### src/hw/rtl/oaht_pkg.sv
`timescale 1ns / 1ps
// ----------------------------------------------------------------------------
// oaht_pkg
// Shared types and constants of the open addressing hash table.
// ----------------------------------------------------------------------------
package oaht_pkg;
  localparam int Capacity = 1024;
  localparam int IdxW     = $clog2(Capacity);
  localparam int SizeW    = 11;
  localparam int KeyW     = 64;
  localparam int HashW    = 32;
  localparam int DataW    = 32;
  localparam int DelW     = 11;
  // used flag, key, hash, data, data-present flag
  localparam int EntW     = 1 + KeyW + HashW + DataW + 1;

  typedef enum logic [1:0] {
    OP_LOOKUP = 2'd0,
    OP_INSERT = 2'd1,
    OP_DELETE = 2'd2,
    OP_CLEAR  = 2'd3
  } op_t;

  typedef enum logic [2:0] {
    ST_FOUND     = 3'd0,
    ST_INSERTED  = 3'd1,
    ST_NOT_FOUND = 3'd2,
    ST_DELETED   = 3'd3,
    ST_FULL      = 3'd4,
    ST_CLEARED   = 3'd5
  } status_t;

  localparam logic [0:0] REG_TABLE_SIZE   = 1'b0;
  localparam logic [0:0] REG_COMPARE_KEYS = 1'b1;

  // controller -> datapath
  typedef struct packed {
    logic load;       // capture request, start modulo
    logic mod_step;   // one restoring-division step
    logic probe_rd;   // issue read at current probe index
    logic advance;    // move to next probe index
    logic wr_entry;   // write slot entry
    logic clr_used;   // clear one slot entry (sweep)
    logic sweep_step; // advance clear pointer
    logic sweep_init;
    logic finish;     // register result
    logic full;       // result is table full
    logic cleared;    // result is cleared
  } ctl_t;

  // datapath -> controller
  typedef struct packed {
    logic    mod_done;
    logic    slot_used;
    logic    match;
    logic    last_probe;
    logic    sweep_done;
    op_t     op;
  } sts_t;
endpackage

### src/hw/rtl/oaht_ctrl.sv
`timescale 1ns / 1ps
// ----------------------------------------------------------------------------
// oaht_ctrl
// Request sequencer: modulo, probe loop, update, slot clear sweep.
// ----------------------------------------------------------------------------
module oaht_ctrl (
  input  logic           clk,
  input  logic           rst_n,
  input  logic           start,
  output logic           busy,
  output logic           out_valid,
  output oaht_pkg::ctl_t ctl,
  input  oaht_pkg::sts_t sts
);
  import oaht_pkg::*;

  typedef enum logic [2:0] {
    S_IDLE, S_MOD, S_READ, S_CHECK, S_SWEEP, S_DONE, S_INIT
  } state_t;

  state_t state_r, state_nxt;
  logic   valid_nxt;

  always_comb begin
    ctl       = '0;
    state_nxt = state_r;
    valid_nxt = 1'b0;
    unique case (state_r)
      S_IDLE: begin
        if (start) begin
          ctl.load  = 1'b1;
          state_nxt = S_MOD;
        end
      end
      S_MOD: begin
        if (sts.op == OP_CLEAR) begin
          ctl.sweep_init = 1'b1;
          state_nxt = S_SWEEP;
        end else if (sts.mod_done) state_nxt = S_READ;
        else ctl.mod_step = 1'b1;
      end
      S_READ: state_nxt = S_CHECK; // RAM read in flight
      S_CHECK: begin
        if (!sts.slot_used || sts.match) begin
          ctl.finish = 1'b1;
          valid_nxt  = 1'b1;
          state_nxt  = S_DONE;
          if (sts.op == OP_INSERT) ctl.wr_entry = 1'b1;
          if (sts.op == OP_DELETE && sts.slot_used) ctl.wr_entry = 1'b1;
        end else if (sts.last_probe) begin
          ctl.finish = 1'b1;
          ctl.full   = 1'b1;
          valid_nxt  = 1'b1;
          state_nxt  = S_DONE;
        end else begin
          ctl.advance = 1'b1;
          state_nxt   = S_READ;
        end
      end
      S_SWEEP: begin
        ctl.clr_used   = 1'b1;
        ctl.sweep_step = 1'b1;
        if (sts.sweep_done) begin
          ctl.finish  = 1'b1;
          ctl.cleared = 1'b1;
          valid_nxt   = 1'b1;
          state_nxt   = S_DONE;
        end
      end
      // empty the slot store after reset, no result
      S_INIT: begin
        ctl.clr_used   = 1'b1;
        ctl.sweep_step = 1'b1;
        if (sts.sweep_done) state_nxt = S_IDLE;
      end
      S_DONE: state_nxt = S_IDLE;
      default: state_nxt = S_IDLE;
    endcase
  end

  assign busy = (state_r != S_IDLE);

  always_ff @(posedge clk) begin
    if (!rst_n) begin
      state_r   <= S_INIT;
      out_valid <= 1'b0;
    end else begin
      state_r   <= state_nxt;
      out_valid <= valid_nxt;
    end
  end
endmodule

### config.mk
export PLATFORM = sky130hd
export DESIGN_NAME = oaht_ctrl
export DESIGN_NICKNAME = d
export VERILOG_FILES = /design/src/hw/rtl/oaht_pkg.sv /design/src/hw/rtl/oaht_ctrl.sv
export SDC_FILE = /design/constraint.sdc
export NUM_CORES = 1
export LEC_CHECK = 0
export BUFFER_PORTS_ARGS = -buffer_cell sky130_fd_sc_hd__buf_2
export CAP_MARGIN = 0
export CORE_AREA = 2 2 39 41
export DETAILED_ROUTE_END_ITERATION = 8
export DIE_AREA = 0 0 41 43
export GPL_TIMING_DRIVEN = 0
export PLACE_DENSITY = 0.59
export SETUP_SLACK_MARGIN = 0.15
export SYNTH_ARGS = -nofsm -noshare
export SYNTH_HDL_FRONTEND = slang
export SYNTH_SLANG_ARGS = --single-unit
### constraint.sdc
create_clock -name clk -period 1.35 [get_ports clk]
set_input_delay 0.135 -clock clk [delete_from_list [all_inputs] [get_ports clk]]
set_output_delay 0.135 -clock clk [all_outputs]
set_load 0.02 [all_outputs]
# After elaboration in Yosys (flattened, before gate mapping)
# Cells that the tools add are included.
op_classes:
  eq_ne: 12
  n_mux: 32
  reduce_logical: 7
op_table:
  columns: ["cell", "n"]
  rows:
  - ["$mux W3", 7]
  - ["$mux W1", 19]
  - ["$pmux W3 S6", 1]
  - ["$eq A3 B2 Y1 const B", 2]
  - ["$eq A3 B3 Y1 const B", 2]
  - ["$mux W2", 3]
  - ["$ne A2 B2 Y1 const B", 3]
  - ["$eq A2 B2 Y1 const B", 2]
  - ["$pmux W1 S2", 2]
  - ["$reduce_and A4 Y1", 1]
  - ["$eq A3 B1 Y1 const B", 1]
  - ["$logic_not A3 Y1", 1]
  - ["$ne A3 B3 Y1 const B", 1]
  - ["$reduce_bool A3 Y1", 1]
  - ["$eq A2 B1 Y1 const B", 1]
  - ["$reduce_or A2 Y1", 1]
  - ["$logic_and A1 B1 Y1", 1]
  - ["$logic_not A1 Y1", 1]
  - ["$logic_or A1 B1 Y1", 1]
totals:
  register_bits: 4
  inputBits: 10
  out_inout_bits: 13
  wordCells: 53

# Depth between registers and ports, before layout
# Gate-level depths: netlist of the first run.
logic_depth:
  word_depth: 5
  depth_mapped: 6
  mapped_depth_nobuf: 4

# Worst setup path after synthesis of the first run
# OpenSTA, ideal clock, no wires.
synth_timing:
  path_type: "register -> output"
  startpoint: "reg state_r[1]"
  endpoint: "out ctl[10] in the netlist's numbering"
  arrival_time_ns: 1.240
  t_required_ns: 1.215
  setup_slack_ns: -0.025
  stages_incl_launch_ff: 4
  path_buffers: 1
  path_cell_list: "dfxtp_1 -> clkbuf_2 -> or3_2 -> nor2_1"
synth_rtl:
  columns: ["item", "line", "text"]
  rows:
  - ["from (decl)", "oaht_ctrl.sv:21", "state_t state_r, state_nxt;"]
  - ["from (signal assigned)", "oaht_ctrl.sv:88", "state_r <= state_nxt;"]
  - ["to (decl)", "oaht_ctrl.sv:12", "output oaht_pkg::ctl_t ctl,"]

==> flow_results.org, run 1 <==
** Run status
- The run finished, with violations left.
- The checks that failed: setup timing.

** Worst setup path
- The worst setup path is captured at a primary output.
- The critical path contains buffers and inverters numbering 3 combined.
- The most numerous cell type found on the critical path is sky130_fd_sc_hd__buf_6.
- Of all nets on the critical path, the largest fanout is 5.
- Required time at the endpoint of the critical path :: 1.22 ns
- The worst setup path is of the reg2out kind.
- Arrival time reported for the critical path endpoint :: 1.36 ns
- The worst setup path is launched from a flop.
- CP peak stage delay :: approximately 0.35 ns
- For this design, the slowest cell found on the critical path is sky130_fd_sc_hd__dfxtp_4.
- Gate family responsible for the most delay along the worst path :: flip-flops
- Sequence of cells on the critical path :: nor2b_4 > and3_4 > buf_6 > o21bai_4 > buf_6 > buf_6
- Register-to-register path setup slack :: -0.05 ns

** Timing
- Setup violators final :: 9
- Final count of hold timing violations :: 0
- The max-slew violation total from the final report is 0.
- Setup repair after global routing could not meet its margin everywhere.
- Clock skew on the completed layout was measured at a little under 0.004 ns.
- Of the available clock period, the critical path in the final layout requires 1.11.
- Final critical path time including I/O delays and setup :: 1.49 ns
- Final setup slack of the worst path :: -0.143 ns
- Worst Hold Slack :: 0.116 ns
- Fmax achieved :: 670 MHz

** GRT
- For this run, the total global-route usage over all layers was measured as 0.149.
- The first global-routing pass estimated 1.75 mm of wire.
- GRT Residual Overflow :: 0
- Vias in the first global route :: between 400 and 500
- Antenna violations before repair :: 0
- Entering global routing, the biggest net connects 8 pins.

** Floorplan
- Die Wd :: between 40 and 50 um
- After floorplanning, the core was sized to cover 1380 sq um.
- Measured along the y axis, the die boundary spans ~43 um.
- The floorplan has 14 rows.
- For this configuration, the core starts out at a cell density of 0.277.
- The die covers 1760 sq um.
- I/O pins :: 23

** Routing
- Total Wirelength :: 1.18 mm
- Routed length per instance :: 11.9 um
- In the routed layout, each cell is associated on average with a via count of 4.70.
- The first detailed-routing pass took 4 iterations.
- In the routed design, unresolved DRC markers number 0.
- Once detail routing completed, the nets flagged for antenna violations numbered 0.
- Vias after detailed routing :: roughly 470
- Drt initial violations :: 4

** Clocking
- In this run the number of H-tree levels came out at 1.
- TritonCTS created 3 clock buffers.
- Post-cts hold buffer count :: 0
- CTS saw 4 sinks.
- The clock reaches the later pin of the worst-skew pair after about 0.24 ns.
- CTS Buffer Depth :: 2
- Clock-pin slew of the registers on the worst-case setup and hold paths :: approximately 0.040 ns
- CTS tree :: yes
- CTS root buffer :: sky130_fd_sc_hd__clkbuf_4

** Yosys
- Count of warnings emitted by yosys :: 0
- Avg Inst Size Synth :: 7.98 sq um
- Synthesis produced 48 cells.
- Post-synthesis sequential area ratio :: 0.209
- Cell variety after synth :: 33
- Dominant cell type by area after synthesis :: sky130_fd_sc_hd__dfxtp_1
- The number of nets handed over by synthesis was 58.
- Mapped Area :: roughly 380 sq um
- After synthesis, the cell types taking the most area are sky130_fd_sc_hd__dfxtp_1 (21%), sky130_fd_sc_hd__buf_4 (5.9%), sky130_fd_sc_hd__nor2b_1 (4.9%), sky130_fd_sc_hd__o21bai_4 (4.9%), sky130_fd_sc_hd__o311ai_2 (4.2%).
- In this run, synthesis produced a sequential element count of 4.
- The share of synthesized area in the top cell type comes to 0.209.

** Finish
- After routing the design area is 781 sq um.
- Leaving out filler cells and counting taps, the final layout contains 99.
- The library cell used most frequently in the layout, excluding fill and tap cells, is sky130_fd_sc_hd__buf_6.
- Highest-count cells in the layout ignoring fill and taps :: sky130_fd_sc_hd__buf_6 (17), sky130_fd_sc_hd__buf_2 (11), sky130_fd_sc_hd__buf_4 (8)
- Filler Cell Count :: 139
- NumNets Final :: 95
- P&R area growth vs syn :: 104%
- Layout cells sized above 1 :: 0.699
- Diode count :: 0

** Power
- Power spread over the standard cell area amounts to between 800 and 900 nW/um^2.
- IR analysis of the VDD net gives a maximum drop of 0.000295 V.
- In this run the static leakage power is roughly 0.35 nW.
- Overall power :: 0.000677 W

** Place
- During placement, the flow inserted port buffers numbering 21.
- Post-Place Worst Slack :: -0.0411 ns
- Post-placement cell count :: 85
- Detailed placement ended at an HPWL of 719 um.
- After detailed placement, the total cell area comes to around 530 sq um.
- Routability-driven placement congestion ratio :: a little under 0.8

** Run
- Across the run, the number of max-cap violations was 0.

** Hold path
- The tightest min-delay check is of the in2reg type.
per-stage QoR:
step	TNS, ns	util
floorplan	0	-
global placement	-0.0396	0.384
detailed placement	-0.0411	0.384
CTS	-0.551	0.481
global route	-1.14	0.564
finish	-0.557	0.564
power breakdown:
part	switching [W]	internal (W)
clock network	0.0000501	0.0000995
registers	0.0000180	0.000137
logic	0.000164	0.000208
cell type report:
class | instances | area (sq um) | share of cell area
tap | 16 | 20.0 | 0.0256
clock buffer | 3 | 22.5 | 0.0288
timing repair buffer | 32 | 265 | 0.340
sequential | 4 | 88.8 | 0.114
inverter | 2 | 10.0 | 0.0128
multi-input combinational | 37 | 318 | 0.407
buffer | 5 | 56.3 | 0.0721
synth_stat cells, drive strengths merged:
| cell | number |
|---|---|
| conb | 1 |
| nand3 | 1 |
| or3b | 1 |
| o211ai | 1 |
| nor2 | 6 |
| a221oi | 1 |
| and2 | 1 |
| or2b | 1 |
| o21bai | 1 |
| a31oi | 1 |
| o31a | 1 |
| o22a | 1 |
| nor3 | 1 |
| inv | 2 |
| and3 | 1 |
| dfxtp | 4 |
| a211oi | 1 |
| and2b | 1 |
| nand2b | 1 |
| clkbuf | 1 |
| o311ai | 1 |
| buf | 4 |
| o2111ai | 1 |
| nor2b | 4 |
| o21ai | 1 |
| or3 | 1 |
| nand3b | 1 |
| nor3b | 1 |
| nand2 | 5 |
final timing paths:
check / from / to / depth (start not counted)
min reg2reg: state_r[0]$_SDFFE_PN0P_ / state_r[1]$_SDFFE_PN1P_ / 3
min: rst_n / state_r[2]$_SDFFE_PN1P_ / 2
max reg2reg: state_r[2]$_SDFFE_PN1P_ / state_r[2]$_SDFFE_PN1P_ / 8
max: state_r[2]$_SDFFE_PN1P_ / ctl[2] / 6
registers in the layout, indices dropped and copies added (netlist names):
name,flops
state_r,3
out_valid,1
per-layer routing:
metal	GRT usage	share of wire	up-vias
met5	0	0	-
met4	0.0800	0.014	0
met3	0.0471	0.062	2
met2	0.213	0.55	20
met1	0.192	0.38	210
li1	-	-	233
logic make-up after synthesis:
kind of cell / after synthesis / share of synthesized area
buffers and inverters: 7 / 0.121
AO/OA/AOI/OAI: 10 / 0.252
flip-flops: 4 / 0.209
AND/OR/NAND/NOR: 26 / 0.409
other: 1 / 0.00979
repair_timing:
| item | in CTS | in global routing |
|---|---|---|
| setup buffers | 4 | 7 |
| endpoints found under the setup margin | 14 | 15 |
| gates resized for setup | 24 | 19 |
| pin swaps | 8 | 6 |
No activity file was read; power rests on OpenSTA's default activity.
==> inputs of run 2 (changes only) <==
BUFFER_PORTS_ARGS = not set   (was -buffer_cell sky130_fd_sc_hd__buf_2)
DONT_BUFFER_PORTS = 1   (was not set)
PLACE_DENSITY = 0.44   (was 0.59)
==> run 2 against run 1 <==
Net effect:
- first-iteration DRC count up 25%
- largest power group unchanged
- the run still ends with setup timing left
- count of clock-buffer cells in the layout unchanged
- critical path type unchanged
- flip-flop and latch count unchanged
- final cell count fell by 29%
- critical endpoint unchanged
==> flow_results.org, run 2 (synthesized netlist as in run 1, its figures left out) <==
** Run status
- Status: finished with violations (unchanged).
- Violated checks: setup timing (unchanged).

** Power
- The worst vdd rail ir drop came to 0.000518 V (was 0.000295 V).
- Leakage component of the power :: 0.204 nW (was 0.347 nW)
- The total power density per cell area came to 976 nW/um^2 (was 867 nW/um^2).

** Worst setup path
- Sequence of cells on the critical path :: nor2b_4 > and3_4 > buf_8 > o21bai_4 > buf_6 (was nor2b_4 > and3_4 > buf_6 > o21bai_4 > buf_6 > buf_6)
- The data required time at the worst endpoint is 1.22 ns (about the same).
- Worst setup startpoint :: state_r[2]$_SDFFE_PN1P_ (unchanged)
- The cell class contributing the biggest share of worst-path delay is simple AND/OR/NAND/NOR gates (was flip-flops).
- Slowest CP cell :: sky130_fd_sc_hd__dfxtp_4 (unchanged)
- CP peak stage delay :: 0.35 ns (about the same)
- The data arrival time at the worst-slack endpoint is 1.44 ns (was 1.36 ns).
- Register-to-register path setup slack :: -0.03 ns (was -0.05 ns)
- The critical path launch point type is a flop (unchanged).
- Crit path kind :: reg2out (unchanged)
- Origin of the critical flop-to-flop path :: state_r[2]$_SDFFE_PN1P_ (unchanged)
- The highest net fanout along the worst path came to 5 (unchanged).
- The count of buffer and inverter cells on the critical path was 2 (was 3).
- The kind of capture point of the worst setup path is a primary output (unchanged).

** Routing
- Post-route DRC :: 0 (unchanged)
- Post-DRT Antenna Nets :: 0 (unchanged)
- The first-pass iteration count of the detailed router is 4 (unchanged).
- The post-detailed-route via-to-cell ratio is 4.93 (was 4.70).
- Routed length per instance :: 12.5 um (was 11.9 um)
- The vias after detailed routing was 345 (was 465).
- Total Wirelength :: 874 um (was 1.18 mm)
- Drt initial violations :: 5 (was 4)

** GRT
- Global-route wire length before repair :: 1.42 mm (was 1.75 mm)
- Vias in the first global route :: 351 (was 422)
- The global-route met1 utilization came to 0.170 (was 0.192).
- The remaining global-route overflow is 0 (unchanged).
- Met2 Use GR :: 0.153 (was 0.213)
- The overall routing resource usage was 0.125 (was 0.149).
- Pin count of the biggest net entering global routing :: 9 (was 8)
- The most utilized layer in the global route result is met1 (was met2).
- The global-route track usage on met3 is 0.0890 (was 0.0471).
- Antenna violations before repair :: 0 (unchanged)

** Timing
- The max-slew violation total from the final report was 0 (unchanged).
- The summed negative setup slack over all endpoints came to -0.676 ns (was -0.557 ns).
- The least setup slack across all paths after layout is -0.225 ns (was -0.143 ns).
- RSZ-0062 raised after global routing: yes (unchanged).
- Fmax achieved :: 635 MHz (was 670 MHz)
- The final period demand of the worst path was 1.57 ns (was 1.49 ns).
- The maximum clock skew at final layout was 0.00514 ns (was 0.00397 ns).
- The final worst-path cycle share is 1.17 (was 1.11).
- Final count of hold timing violations :: 0 (unchanged)
- The final setup violation count is 7 (was 9).

** Hold path
- The path type of the worst min-delay path was in2reg (unchanged).
- The worst hold path startpoint is rst_n (unchanged).

** Finish
- The flip-flop count of the largest register, all copies and words added was 3 (unchanged).
- Area used by multi-input combinational logic :: 330 sq um (was 318 sq um)
- P&R area growth vs syn :: 41.8% (was 104%)
- Register name with the most flops :: state_r (unchanged)
- The total area of sequential cells was 85.1 sq um (was 88.8 sq um).
- Highest-count cells in the layout ignoring fill and taps: sky130_fd_sc_hd__nor2_4 (4), sky130_fd_sc_hd__buf_4 (4), sky130_fd_sc_hd__nand2_1 (3), sky130_fd_sc_hd__clkbuf_4 (3) (was sky130_fd_sc_hd__buf_6 (17), sky130_fd_sc_hd__buf_2 (11), sky130_fd_sc_hd__buf_4 (8)).
- The count of nets after finishing is 66 (was 95).
- The final-layout fill cell count came to 147 (was 139).
- The count of antenna diodes in the layout was 0 (unchanged).
- Post-route design area :: 543 sq um (was 781 sq um)
- Layout cells sized above 1 :: 0.537 (was 0.699)
- Top Registers: state_r (3), out_valid (1) (unchanged).

** Clocking
- CTS Buffer Depth :: 2 (unchanged)
- CTS tree :: yes (unchanged)
- Clock-pin slew of the registers on the worst-case setup and hold paths :: 0.04 ns (about the same)
- The H-tree depth was 1 (unchanged).
- The buffer cell driving the clock tree root is sky130_fd_sc_hd__clkbuf_4 (unchanged).
- The TritonCTS buffer count was 3 (unchanged).
- The insertion delay of the later-clocked pin in the worst-skew pair was 0.23 ns (was 0.24 ns).
- Num Clock Sinks :: 4 (unchanged)

** Floorplan
- The row count came to 14 (unchanged).
- The die extent in x is 41 um (unchanged).
- The die area came to 1760 sq um (unchanged).
- Die height :: 43 um (unchanged)
- Core Region :: 1380 sq um (unchanged)
- Initial cell density of the core :: 0.277 (unchanged)
- The count of boundary I/O pins came to 23 (unchanged).

** Place
- Final HPWL from detailed placement :: 693 um (was 719 um)
- The post-placement cell area is 427 sq um (was 532 sq um).
- The final RePlAce weighted congestion was 0.757 (was 0.783).
- Post-Place Worst Slack :: -0.0221 ns (was -0.0411 ns)
- The count of input and output buffers came to 0 (was 21).

** Run
- The number of max-cap violations was 0 (unchanged).
[run 2: power by group]
group / total [W] / switching (W) / internal (W)
sequential: 0.000154 / 0.0000179 / 0.000136
combinational: 0.000231 / 0.000124 / 0.000107
clock: 0.000145 / 0.0000462 / 0.0000992
total: 0.000530 / 0.000188 / 0.000342
[run 2: area by class of cell]
cell class              count  share of cell area
inverters                   2              0.0138
multi-input cells          37               0.608
plain buffers               5              0.0968
repair buffers              3              0.0461
well taps                  16              0.0369
flip-flops and latches      4               0.157
clock buffers               3              0.0415
[run 2: stage by stage]
step	total power, W	util	hold slack (ns)	instances
2_1_floorplan	0.000318	-	0.208	48
3_3_place_gp	0.000344	0.308	0.217	64
3_5_place_dp	0.000342	0.308	0.212	64
4_1_cts	0.000513	0.356	0.0161	69
5_1_grt	0.000564	0.392	0.0105	70
6_report	0.000530	0.392	0.0230	70
[run 2: worst register-to-register path, delay by kind of cell, from the launching register on]
kind            cells  cell delay [ns]
simple gates        2             0.37
buf+inv             1             0.14
compound gates      2             0.43
flops               1             0.34
[run 2: path summary, 6_finish.rpt]
check,to,depth (start not counted)
max,ctl[2],5
min,state_r[0]$_SDFFE_PN0P_,1
max reg2reg,state_r[2]$_SDFFE_PN1P_,5
min reg2reg,state_r[2]$_SDFFE_PN1P_,3
[run 2: timing repair]
item | in CTS | in global routing
resized for setup | 6 | 14
hold buffers | 1 | 0
pin swaps | 2 | 1
setup buffers | 1 | 1
endpoints found under the setup margin | 13 | 14
hold endpoints to repair | 2 | 0
[run 2: routing by layer]
metal / part of all wire / up-vias
met5: 0 / -
met4: 0 / 0
met3: 0.088 / 0
met2: 0.45 / 14
met1: 0.46 / 151
li1: - / 180
